--- config.mk ---
export PLATFORM = sky130hd
export DESIGN_NAME = nearest_palette_color_quantizer_unit
export DESIGN_NICKNAME = d
export VERILOG_FILES = /design/src/hdl/npcq_pkg.sv /design/src/hdl/npcq_scale.sv /design/src/hdl/npcq_dist.sv /design/src/hdl/npcq_cmp_stage.sv /design/src/hdl/nearest_palette_color_quantizer_unit.sv
export SDC_FILE = /design/constraint.sdc
export NUM_CORES = 2
export LEC_CHECK = 0
export ABC_CLOCK_PERIOD_IN_PS = 21800
export BUFFER_PORTS_ARGS = -buffer_cell sky130_fd_sc_hd__buf_4
export CAP_MARGIN = 20
export CORE_MARGIN = 2
export CORE_UTILIZATION = 50
export CTS_BUF_LIST = sky130_fd_sc_hd__clkbuf_8
export DETAILED_ROUTE_END_ITERATION = 7
export GPL_TIMING_DRIVEN = 0
export HOLD_SLACK_MARGIN = 0.02
export PLACE_DENSITY = 0.65
export SLEW_MARGIN = 20
export SYNTH_ARGS = -nofsm -noshare
export SYNTH_HDL_FRONTEND = slang
export SYNTH_SLANG_ARGS = --single-unit
--- constraint.sdc ---
create_clock -name clock -period 21.8 [get_ports clock]
set_input_delay 4.36 -clock clock [delete_from_list [all_inputs] [get_ports clock]]
set_output_delay 4.36 -clock clock [all_outputs]
set_load 0.005 [all_outputs]
--- src/hdl/npcq_pkg.sv ---
// Shared types, widths and register codes for the nearest palette color quantizer.
`timescale 1ns / 1ps
`default_nettype none

package npcq_pkg;

   localparam int PALETTE_SIZE_DEFAULT = 6;
   localparam int CHAN_W = 8;
   localparam int GAIN_W = 10;
   localparam int IDX_W = 3;
   localparam int SQ_W = 2 * CHAN_W;
   localparam int DIST_W = SQ_W + 2;
   localparam int CSR_INDEX_W = 3;
   localparam int CSR_DATA_W = 3 * GAIN_W;

   localparam logic [CSR_INDEX_W-1:0] CSR_GAINS = 3'd0;
   localparam logic [CSR_INDEX_W-1:0] CSR_COUNT = 3'd1;
   localparam logic [CSR_INDEX_W-1:0] CSR_ENTRY0 = 3'd2;

   localparam logic [CSR_DATA_W-1:0] GAINS_RESET = 30'h10040100;
   localparam logic [IDX_W-1:0] COUNT_RESET = 3'd6;

   typedef logic [DIST_W-1:0] dist_type;

   typedef struct packed {
      logic [CHAN_W-1:0] in_red;
      logic [CHAN_W-1:0] in_green;
      logic [CHAN_W-1:0] in_blue;
   } req_type;

   typedef struct packed {
      logic [IDX_W-1:0]  palette_index;
      logic [CHAN_W-1:0] out_red;
      logic [CHAN_W-1:0] out_green;
      logic [CHAN_W-1:0] out_blue;
   } rsp_type;

   typedef struct packed {
      logic [CHAN_W-1:0] red;
      logic [CHAN_W-1:0] green;
      logic [CHAN_W-1:0] blue;
   } pixel_type;

endpackage

`default_nettype wire

--- src/hdl/npcq_scale.sv ---
// First pipeline stage: per-channel gain scaling with saturation.
`timescale 1ns / 1ps
`default_nettype none

module npcq_scale
   import npcq_pkg::*;
(
   input  wire logic                  clock,
   input  wire logic                  reset,
   input  wire logic                  in_valid,
   output logic                       in_ready,
   input  wire req_type               in_data,
   input  wire logic [CSR_DATA_W-1:0] gains,
   output logic                       out_valid,
   input  wire logic                  out_ready,
   output pixel_type                  out_pixel
);

   function automatic logic [CHAN_W-1:0] scale(input logic [CHAN_W-1:0] value,
                                               input logic [GAIN_W-1:0] gain);
      logic [CHAN_W+GAIN_W-1:0] prod;
      logic [GAIN_W-1:0]        shifted;
      prod = (CHAN_W + GAIN_W)'(value) * (CHAN_W + GAIN_W)'(gain);
      shifted = prod[CHAN_W+GAIN_W-1:CHAN_W];
      scale = (|shifted[GAIN_W-1:CHAN_W]) ? {CHAN_W{1'b1}} : shifted[CHAN_W-1:0];
   endfunction

   logic      valid_ff;
   logic      valid_in;
   pixel_type pixel_ff;
   pixel_type pixel_in;

   assign in_ready = !valid_ff || out_ready;
   assign valid_in = in_ready ? in_valid : valid_ff;

   always_comb begin
      pixel_in.red = scale(in_data.in_red, gains[3*GAIN_W-1:2*GAIN_W]);
      pixel_in.green = scale(in_data.in_green, gains[2*GAIN_W-1:GAIN_W]);
      pixel_in.blue = scale(in_data.in_blue, gains[GAIN_W-1:0]);
   end

   always_ff @(posedge clock) begin
      if (reset) begin
         valid_ff <= 1'b0;
      end else begin
         valid_ff <= valid_in;
      end
   end

   always_ff @(posedge clock) begin
      if (in_ready && in_valid) begin
         pixel_ff <= pixel_in;
      end
   end

   assign out_valid = valid_ff;
   assign out_pixel = pixel_ff;

endmodule

`default_nettype wire

--- src/hdl/npcq_dist.sv ---
// Second and third pipeline stages: squared channel differences, then their sums.
`timescale 1ns / 1ps
`default_nettype none

module npcq_dist
   import npcq_pkg::*;
#(
   parameter int PALETTE_SIZE = PALETTE_SIZE_DEFAULT
) (
   input  wire logic      clock,
   input  wire logic      reset,
   input  wire logic      in_valid,
   output logic           in_ready,
   input  wire pixel_type in_pixel,
   input  wire pixel_type entries [PALETTE_SIZE],
   output logic           out_valid,
   input  wire logic      out_ready,
   output dist_type       out_dist [PALETTE_SIZE]
);

   function automatic logic [SQ_W-1:0] sq_diff(input logic [CHAN_W-1:0] a,
                                               input logic [CHAN_W-1:0] b);
      logic [CHAN_W-1:0] d;
      d = (a > b) ? (a - b) : (b - a);
      sq_diff = SQ_W'(d) * SQ_W'(d);
   endfunction

   logic            sq_valid_ff;
   logic            sq_valid_in;
   logic            sq_ready;
   logic [SQ_W-1:0] sq_ff [PALETTE_SIZE][3];
   logic            sum_valid_ff;
   logic            sum_valid_in;
   dist_type        sum_ff [PALETTE_SIZE];

   assign sum_valid_in = sq_ready ? sq_valid_ff : sum_valid_ff;
   assign sq_ready = !sum_valid_ff || out_ready;
   assign in_ready = !sq_valid_ff || sq_ready;
   assign sq_valid_in = in_ready ? in_valid : sq_valid_ff;

   always_ff @(posedge clock) begin
      if (reset) begin
         sq_valid_ff <= 1'b0;
         sum_valid_ff <= 1'b0;
      end else begin
         sq_valid_ff <= sq_valid_in;
         sum_valid_ff <= sum_valid_in;
      end
   end

   always_ff @(posedge clock) begin
      if (in_ready && in_valid) begin
         for (int i = 0; i < PALETTE_SIZE; i++) begin
            sq_ff[i][0] <= sq_diff(in_pixel.red, entries[i].red);
            sq_ff[i][1] <= sq_diff(in_pixel.green, entries[i].green);
            sq_ff[i][2] <= sq_diff(in_pixel.blue, entries[i].blue);
         end
      end
   end

   always_ff @(posedge clock) begin
      if (sq_ready && sq_valid_ff) begin
         for (int i = 0; i < PALETTE_SIZE; i++) begin
            sum_ff[i] <= DIST_W'(sq_ff[i][0]) + DIST_W'(sq_ff[i][1]) + DIST_W'(sq_ff[i][2]);
         end
      end
   end

   assign out_valid = sum_valid_ff;
   assign out_dist = sum_ff;

endmodule

`default_nettype wire

--- src/hdl/npcq_cmp_stage.sv ---
// One compare stage of the minimum search: tests one palette entry against the best so far.
`timescale 1ns / 1ps
`default_nettype none

module npcq_cmp_stage
   import npcq_pkg::*;
#(
   parameter int PALETTE_SIZE = PALETTE_SIZE_DEFAULT,
   parameter int STAGE = 1
) (
   input  wire logic             clock,
   input  wire logic             reset,
   input  wire logic [IDX_W-1:0] count,
   input  wire logic             in_valid,
   output logic                  in_ready,
   input  wire logic [IDX_W-1:0] in_best,
   input  wire dist_type         in_best_dist,
   input  wire dist_type         in_dist [PALETTE_SIZE],
   output logic                  out_valid,
   input  wire logic             out_ready,
   output logic [IDX_W-1:0]      out_best,
   output dist_type              out_best_dist,
   output dist_type              out_dist [PALETTE_SIZE]
);

   logic             valid_ff;
   logic             valid_in;
   logic             take;
   logic [IDX_W-1:0] best_ff;
   dist_type         best_dist_ff;
   dist_type         dist_ff [PALETTE_SIZE];

   assign in_ready = !valid_ff || out_ready;
   assign valid_in = in_ready ? in_valid : valid_ff;
   assign take = (IDX_W'(STAGE) < count) && (in_dist[STAGE] < in_best_dist);

   always_ff @(posedge clock) begin
      if (reset) begin
         valid_ff <= 1'b0;
      end else begin
         valid_ff <= valid_in;
      end
   end

   always_ff @(posedge clock) begin
      if (in_ready && in_valid) begin
         best_ff <= take ? IDX_W'(STAGE) : in_best;
         best_dist_ff <= take ? in_dist[STAGE] : in_best_dist;
         dist_ff <= in_dist;
      end
   end

   assign out_valid = valid_ff;
   assign out_best = best_ff;
   assign out_best_dist = best_dist_ff;
   assign out_dist = dist_ff;

endmodule

`default_nettype wire

--- src/hdl/nearest_palette_color_quantizer_unit.sv ---
// Top level of the nearest palette color quantizer: registers, pipeline chain and output stage.
// Usage:
// Pixels enter on the req_ channel (valid/ready) as three 8-bit channels. Each beat is scaled
// by the per-channel gains, compared by squared distance with the palette entries in use, and
// leaves on the rsp_ channel as the index of the nearest entry (first on ties) and its color.
// Registers are written through csr_we, csr_index and csr_wdata, with no read-back,
// and must only change while no pixel is in flight.
// The pipeline has one gain stage, one square stage, one sum stage, PALETTE_SIZE - 1 compare
// stages (one palette entry each) and the output register.
// Throughput is one pixel per cycle while rsp_ready is high; every stage holds its own
// valid bit, so bubbles close up. When the receiver holds rsp_ready low, the output
// beat holds and the stages behind it keep filling; req_ready drops only once every
// stage is occupied. Reset empties the pipeline, sets all gains to 1.0, the entry count
// to six and every palette entry to black.
`timescale 1ns / 1ps
`default_nettype none

module nearest_palette_color_quantizer_unit
   import npcq_pkg::*;
#(
   parameter int PALETTE_SIZE = PALETTE_SIZE_DEFAULT
) (
   input  wire logic                   clock,
   input  wire logic                   reset,
   input  wire logic                   req_valid,
   output logic                        req_ready,
   input  wire req_type                req_data,
   output logic                        rsp_valid,
   input  wire logic                   rsp_ready,
   output rsp_type                     rsp_data,
   input  wire logic                   csr_we,
   input  wire logic [CSR_INDEX_W-1:0] csr_index,
   input  wire logic [CSR_DATA_W-1:0]  csr_wdata
);

   localparam int EW = (PALETTE_SIZE > 1) ? $clog2(PALETTE_SIZE) : 1;

   logic [CSR_DATA_W-1:0] gains_ff;
   logic [IDX_W-1:0]      count_ff;
   pixel_type             entries_ff [PALETTE_SIZE];
   logic [IDX_W-1:0]      count_used;

   logic                  scale_valid;
   logic                  scale_ready;
   pixel_type             scale_pixel;

   logic                  chain_valid [PALETTE_SIZE];
   logic                  chain_ready [PALETTE_SIZE];
   logic [IDX_W-1:0]      chain_best [PALETTE_SIZE];
   dist_type              chain_best_dist [PALETTE_SIZE];
   dist_type              chain_dist [PALETTE_SIZE][PALETTE_SIZE];

   logic                  rsp_valid_ff;
   logic                  rsp_valid_in;
   rsp_type               rsp_ff;
   rsp_type               rsp_in;
   pixel_type             chosen;

   always_ff @(posedge clock) begin
      if (reset) begin
         gains_ff <= GAINS_RESET;
         count_ff <= COUNT_RESET;
         for (int i = 0; i < PALETTE_SIZE; i++) begin
            entries_ff[i] <= '0;
         end
      end else if (csr_we) begin
         if (csr_index == CSR_GAINS) begin
            gains_ff <= csr_wdata;
         end
         if (csr_index == CSR_COUNT) begin
            count_ff <= csr_wdata[IDX_W-1:0];
         end
         for (int i = 0; i < PALETTE_SIZE; i++) begin
            if (csr_index == CSR_INDEX_W'(int'(CSR_ENTRY0) + i)) begin
               entries_ff[i] <= csr_wdata[$bits(pixel_type)-1:0];
            end
         end
      end
   end

   always_comb begin
      if (count_ff == '0) begin
         count_used = IDX_W'(1);
      end else if (count_ff > IDX_W'(PALETTE_SIZE)) begin
         count_used = IDX_W'(PALETTE_SIZE);
      end else begin
         count_used = count_ff;
      end
   end

   npcq_scale u_scale (
      .clock     (clock),
      .reset     (reset),
      .in_valid  (req_valid),
      .in_ready  (req_ready),
      .in_data   (req_data),
      .gains     (gains_ff),
      .out_valid (scale_valid),
      .out_ready (scale_ready),
      .out_pixel (scale_pixel)
   );

   npcq_dist #(
      .PALETTE_SIZE (PALETTE_SIZE)
   ) u_dist (
      .clock     (clock),
      .reset     (reset),
      .in_valid  (scale_valid),
      .in_ready  (scale_ready),
      .in_pixel  (scale_pixel),
      .entries   (entries_ff),
      .out_valid (chain_valid[0]),
      .out_ready (chain_ready[0]),
      .out_dist  (chain_dist[0])
   );

   assign chain_best[0] = '0;
   assign chain_best_dist[0] = chain_dist[0][0];

   for (genvar k = 1; k < PALETTE_SIZE; k++) begin : g_cmp
      npcq_cmp_stage #(
         .PALETTE_SIZE (PALETTE_SIZE),
         .STAGE        (k)
      ) u_cmp (
         .clock         (clock),
         .reset         (reset),
         .count         (count_used),
         .in_valid      (chain_valid[k-1]),
         .in_ready      (chain_ready[k-1]),
         .in_best       (chain_best[k-1]),
         .in_best_dist  (chain_best_dist[k-1]),
         .in_dist       (chain_dist[k-1]),
         .out_valid     (chain_valid[k]),
         .out_ready     (chain_ready[k]),
         .out_best      (chain_best[k]),
         .out_best_dist (chain_best_dist[k]),
         .out_dist      (chain_dist[k])
      );
   end

   assign chain_ready[PALETTE_SIZE-1] = !rsp_valid_ff || rsp_ready;
   assign rsp_valid_in = chain_ready[PALETTE_SIZE-1] ? chain_valid[PALETTE_SIZE-1] : rsp_valid_ff;
   assign chosen = entries_ff[chain_best[PALETTE_SIZE-1][EW-1:0]];

   always_comb begin
      rsp_in.palette_index = chain_best[PALETTE_SIZE-1];
      rsp_in.out_red = chosen.red;
      rsp_in.out_green = chosen.green;
      rsp_in.out_blue = chosen.blue;
   end

   always_ff @(posedge clock) begin
      if (reset) begin
         rsp_valid_ff <= 1'b0;
      end else begin
         rsp_valid_ff <= rsp_valid_in;
      end
   end

   always_ff @(posedge clock) begin
      if (chain_ready[PALETTE_SIZE-1] && chain_valid[PALETTE_SIZE-1]) begin
         rsp_ff <= rsp_in;
      end
   end

   assign rsp_valid = rsp_valid_ff;
   assign rsp_data = rsp_ff;

   a_index_in_use: assert property (@(posedge clock) disable iff (reset)
      rsp_valid |-> rsp_data.palette_index < count_used)
      else $error("result index lies beyond the entries in use");

   a_stall_from_output: assert property (@(posedge clock) disable iff (reset)
      !req_ready |-> rsp_valid && !rsp_ready)
      else $error("input stalled while the output side is free");

   a_empty_after_reset: assert property (@(posedge clock)
      reset |=> !rsp_valid)
      else $error("result beat present right after reset");

endmodule

`default_nettype wire

# ---- Word-level counts from Yosys, hierarchy flattened
# Memory sizes are Yosys's and may differ from the RTL's.
# Cells that the tools add are included.
# W data, S select, Z words.
dict set report word_totals {
  ff_bits 612
  latchBits 0
  mem_bits_rw 288
  romBits 0
  input_bits 62
  output_inout_bits 29
  word_cells 244
  mem_count 1
}
# name depth word_bits read_ports rd_clocked_by_memory_dff wr line
set memory_table {}
lappend memory_table {u_dist.sq_ff 6 48 6 0 6 npcq_dist.sv:31} ;# logic [SQ_W-1:0] sq_ff [PALETTE_SIZE][3];
dict set report op_classes {
  addsub 48
  mul 21
  n_div 0
  n_lt_le_gt_ge 30
  eq_ne 7
  n_shift 0
  mux 30
  bitwise 1
  reduce_logical 45
}
# operator n
set op_table {}
lappend op_table {{$mul A8 B8 Y16} 18}
lappend op_table {{$sub A8 B8 Y8} 36}
lappend op_table {{$gt A8 B8 Y1} 18}
lappend op_table {{$mux W8} 18}
lappend op_table {{$add A18 B16 Y18} 6}
lappend op_table {{$add A16 B16 Y17} 6}
lappend op_table {{$lt A18 B18 Y1} 5}
lappend op_table {{$bmux W24 S3} 1}
lappend op_table {{$mux W18} 4}
lappend op_table {{$mul A8 B10 Y18} 3}
lappend op_table {{$mux W24} 2}
lappend op_table {{$reduce_and A2 Y1} 8}
lappend op_table {{$logic_and A1 B1 Y1} 14}
lappend op_table {{$eq A3 B3 Y1 const B} 4}
lappend op_table {{$logic_not A1 Y1} 9}
lappend op_table {{$logic_or A1 B1 Y1} 9}
lappend op_table {{$eq A3 B2 Y1 const B} 2}
lappend op_table {{$logic_not A3 Y1} 2}
lappend op_table {{$lt A2 B3 Y1 const A} 2}
lappend op_table {{$lt A3 B3 Y1 const A} 2}
lappend op_table {{$mux W3} 2}
lappend op_table {{$reduce_or A2 Y1} 3}
lappend op_table {{$ge A4 B4 Y1 const B} 1}
lappend op_table {{$not A3 Y4} 1}
lappend op_table {{other kinds (4)} 6}

# ---- Depth between registers and ports, before layout
dict set report logic_depth {
  ltp_word 12
  depth_mapped 30
  ltp_nobuf 30
}

# ---- Hierarchy
# Synthesis repeated with hierarchy kept, for this count alone.
dict set report unflattened {
  hier_cells 8978
  area_unflattened_um2 97100.6
}
# module instances cells_each area_per_inst_um2 seq_area_each_um2
set by_module_without_submodules {}
lappend by_module_without_submodules {npcq_dist 1 5785 56127.6 11390.9}
lappend by_module_without_submodules {nearest_palette_color_quantizer_unit 1 962 8390.5 4374.2}
lappend by_module_without_submodules {npcq_scale 1 894 8285.4 740.7}
lappend by_module_without_submodules {{npcq_cmp_stage at g_cmp[5].u_cmp} 1 281 4967.3 3893.7}
lappend by_module_without_submodules {{npcq_cmp_stage at g_cmp[2].u_cmp} 1 280 4902.2 3893.7}
lappend by_module_without_submodules {{npcq_cmp_stage at g_cmp[1].u_cmp} 1 280 4901.0 3893.7}
lappend by_module_without_submodules {{npcq_cmp_stage at g_cmp[3].u_cmp} 1 279 4869.7 3893.7}
lappend by_module_without_submodules {{npcq_cmp_stage at g_cmp[4].u_cmp} 1 217 4657.0 3893.7}

# ---- Worst setup path before layout
# Ideal clock, no wire load.
dict set report synth_path {
  kind {input to register}
  start {in rsp_ready}
  end {mem u_dist.sq_ff[0][0] (netlist bit) (enable)}
  arrival_time_ns 18.018
  required_time_ns 20.810
  setup_slack_ns 2.792
  stages 6
  path_buffers 0
  cell_sequence {nor2b_1 > and3_1 > and3_1 > nand3_1 > inv_1 > a21oi_1}
}
# element line
set synth_lines {}
lappend synth_lines {{start, declared} nearest_palette_color_quantizer_unit.sv:29} ;# input wire logic rsp_ready,
lappend synth_lines {{end, declared} npcq_dist.sv:31}

# ---- Worst setup path after layout
dict set report layout_path {
  start {in rsp_ready}
  end {out req_ready}
}
dict set report layout_between {
  elab_chain_cells 9
}
# element line
set layout_lines {}
lappend layout_lines {{$logic_or A1 B1 Y1} nearest_palette_color_quantizer_unit.sv:141} ;# assign chain_ready[PALETTE_SIZE-1] = !rsp_valid_ff || rsp_ready;
lappend layout_lines {{$logic_or A1 B1 Y1 (5 in series)} npcq_cmp_stage.sv:33} ;# assign in_ready = !valid_ff || out_ready;
lappend layout_lines {{$logic_or A1 B1 Y1} npcq_dist.sv:37} ;# assign sq_ready = !sum_valid_ff || out_ready;
lappend layout_lines {{$logic_or A1 B1 Y1} npcq_dist.sv:38} ;# assign in_ready = !sq_valid_ff || sq_ready;
lappend layout_lines {{$logic_or A1 B1 Y1} npcq_scale.sv:33} ;# assign in_ready = !valid_ff || out_ready;
lappend layout_lines {{end, declared} nearest_palette_color_quantizer_unit.sv:26} ;# output logic req_ready,
# Every way passes these cells.

==> qor.yml <==
drive_gt1_share_pct: 6.90
cts_hold_buf: 0
cap_viol_max_count: 0
async_flop_share_pct: 0
die_h_um: 419
critPathArrivalTime_ns: 6.67
syn-mean-instance-area_um2: 9.68
first_pass_iters: 6
yosysUniqueCellTypes: 100
synth_top_area_share_pct: 24.2
cts_max_path_buffers: 3
io_pins: 91
final_util_pct: 54.6
path_class: "input pin to primary output"
outcome: "finished clean"
final_cell_area_mm2: 0.0934
finalSetupTns_ns: 0
ys_top_cells_by_count: "1350 x inv_1, 1184 x ha_1, 796 x nor2_1, 692 x edfxtp_1, 689 x nand2_1"
drc: 0
min_path_type: "register to register"
tightestPinTransition_ns: 1.17
fin_ws_ns: 10.77
nFillCells: 15300
relSlewSlack_pct: 21.7
final-setup-viol-count: 0
startpoint_type: "input pin"
dp_slack_ns: 10.74
vias: 63400
cts_resized: 0
synth-edff-count: 692
synth_most_common_cell: "inv_1"
yosys_warnings: 0
grt_pass1_wl_um: 347000
ant_nets: 0
synthCells: 8883
coreArea_mm2: 0.171
postCtsSetupBuffers: 0
fmax_mhz: 90.7
syn_to_final_growth_pct: 8.68
clk_latency_ns: 1.00
slew_violations: 0
hold_path_depth: 0
dieArea_mm2: 0.175
numCtsBuffers: 154
cp.required_ns: 17.44
min_period_ns: 11.03
clock_sinks: 878
critPathMaxStageDelay_ns: 0.44
skew_ns: 0.0863
grt_max_degree: 30
vias_per_cell: 5.52
start_util_pct: 50.2
grt_use_total_pct: 25.4
ys_seq_area_share_pct: 28.5
post_drt_wl_per_cell_um: 19.3
ctsHtreeMaxLevel: 4
crit_slowest_cell: "and3_1"
synthFlopType: "edfxtp_1"
crit_path_end_kind: "primary output"
antenna_found_initial: 13
finalHoldViolCount: 0
dpl-instance-area_mm2: 0.0902
gp_congestion: 0.936
yosysTopAreaCell: "edfxtp_1"
io_buffers: 62
netlist_area_mm2: 0.0860
row_count: 152
synth_seq_cells: 878
yosys-top-cells-area: "edfxtp_1 24%, ha_1 17%, fa_1 15%"
wl_um: 221000
fp.dieW_um: 419
grt_pass1_vias: 63200
grt-ovfl-total: 0
worstPathCellList: "buf_4 -> nor2b_1 -> and3_1 -> and3_1 -> nand3_1 -> inv_1 -> nand3_1 -> buf_4"
cts_tree: "yes"
grt_setup_unrepaired: "no"
first_iter_violations: 4301
nNetsFinal: 11000
path_clk_slew_ns: 0.07
cts_root_buf: "clkbuf_8"
fin_crit_sh_pct: 50.6
path_max_fanout: 5
r2r_cells: 26
hpwlAfterDp_um: 183000
[sequential cells by signal (all words and copies together), names as in the netlist]
register and count:
g_cmp.u_cmp.out_best_dist 72, rsp_valid 1, gains_ff 30, g_cmp.u_cmp.out_best 11
count_ff 3, u_dist.sq_ff 270, u_dist.out_valid 1, g_cmp.u_cmp.out_valid 5
entries_ff 144, u_scale.out_valid 1, g_cmp.u_cmp.out_dist 180, u_dist.sq_valid_ff 1
u_scale.out_pixel 24, u_dist.out_dist 108, rsp_data 27
[worst max-delay path, delay by kind of cell]
family,cells,cell delay [ns]
buffers and inverters,3,0.61
and+or+nand+nor,5,1.69
[per-layer routing]
metal / share of wire [%] / vias to the layer above / global-route usage, %
met3: 5.8 / 364 / 3.96
met5: 0.0059 / - / 0
met4: 3.8 / 2 / 9.13
met1: 44 / 30900 / 33.8
met2: 47 / 1668 / 42.0
li1: - / 30500 / -
[final cells by class]
cell class / count / area, um2 / share of cell area (%)
Clock inverter: 111 / 927 / 0.992
Antenna cell: 2 / 5.00 / 0.00536
Clock buffer: 162 / 2230 / 2.39
Inverter: 1352 / 5070 / 5.43
Timing Repair Buffer: 98 / 1330 / 1.43
Sequential cell: 878 / 24500 / 26.2
Tap cell: 2233 / 2790 / 2.99
Buffer: 220 / 887 / 0.949
Multi-Input combinational cell: 6434 / 55700 / 59.6
[logic make-up (layout without fill, tap and decap cells)]
group	Yosys count	in the layout	share of synthesized area, %
AND/OR/NAND/NOR	2405	2405	12.9
XOR/XNOR	538	538	5.55
other	1	4	0.00436
buffers and inverters	1572	1943	6.93
AO/OA/AOI/OAI	1437	1437	11.0
flip-flops	878	878	28.5
multiplexers	237	237	3.26
adder cells (fa/ha/maj)	1815	1815	31.9
[path summary, 6_finish.rpt]
check                                          endpoint                           startpoint  slack [ns]
hold / removal    g_cmp[1].u_cmp.out_dist[60]$_DFFE_PP_        u_dist.out_dist[60]$_DFFE_PP_        0.35
setup / recovery                              req_ready                            rsp_ready       10.77
setup reg to reg          u_dist.sq_ff[1][47]$_DFFE_PP_  u_scale.out_pixel[17]$_SDFFCE_PP1P_       11.82
hold reg to reg   g_cmp[1].u_cmp.out_dist[60]$_DFFE_PP_        u_dist.out_dist[60]$_DFFE_PP_        0.35
[layout by cell type, fill, tap and decap left out, types with 186 or more instances in the layout]
master | synthesis | final
nand2_1 | 689 | 689
fa_1 | 631 | 631
ha_1 | 1184 | 1184
dfxtp_1 | 186 | 186
a21oi_1 | 521 | 519
o21ai_0 | 219 | 219
xnor2_1 | 382 | 372
edfxtp_1 | 692 | 692
nor2_1 | 796 | 795
inv_1 | 1350 | 1391
[stage by stage]
step                      hold slack, ns  cells
final                              0.346  11500
after global routing               0.358  11500
after CTS                          0.339  11500
after detailed placement           0.405  11200
after global placement             0.400  11200
after floorplan                    0.400   8884
Power is left out: the tool's default activity adds up to more than one toggle a clock period on the data nets, which glitch-free logic cannot reach.
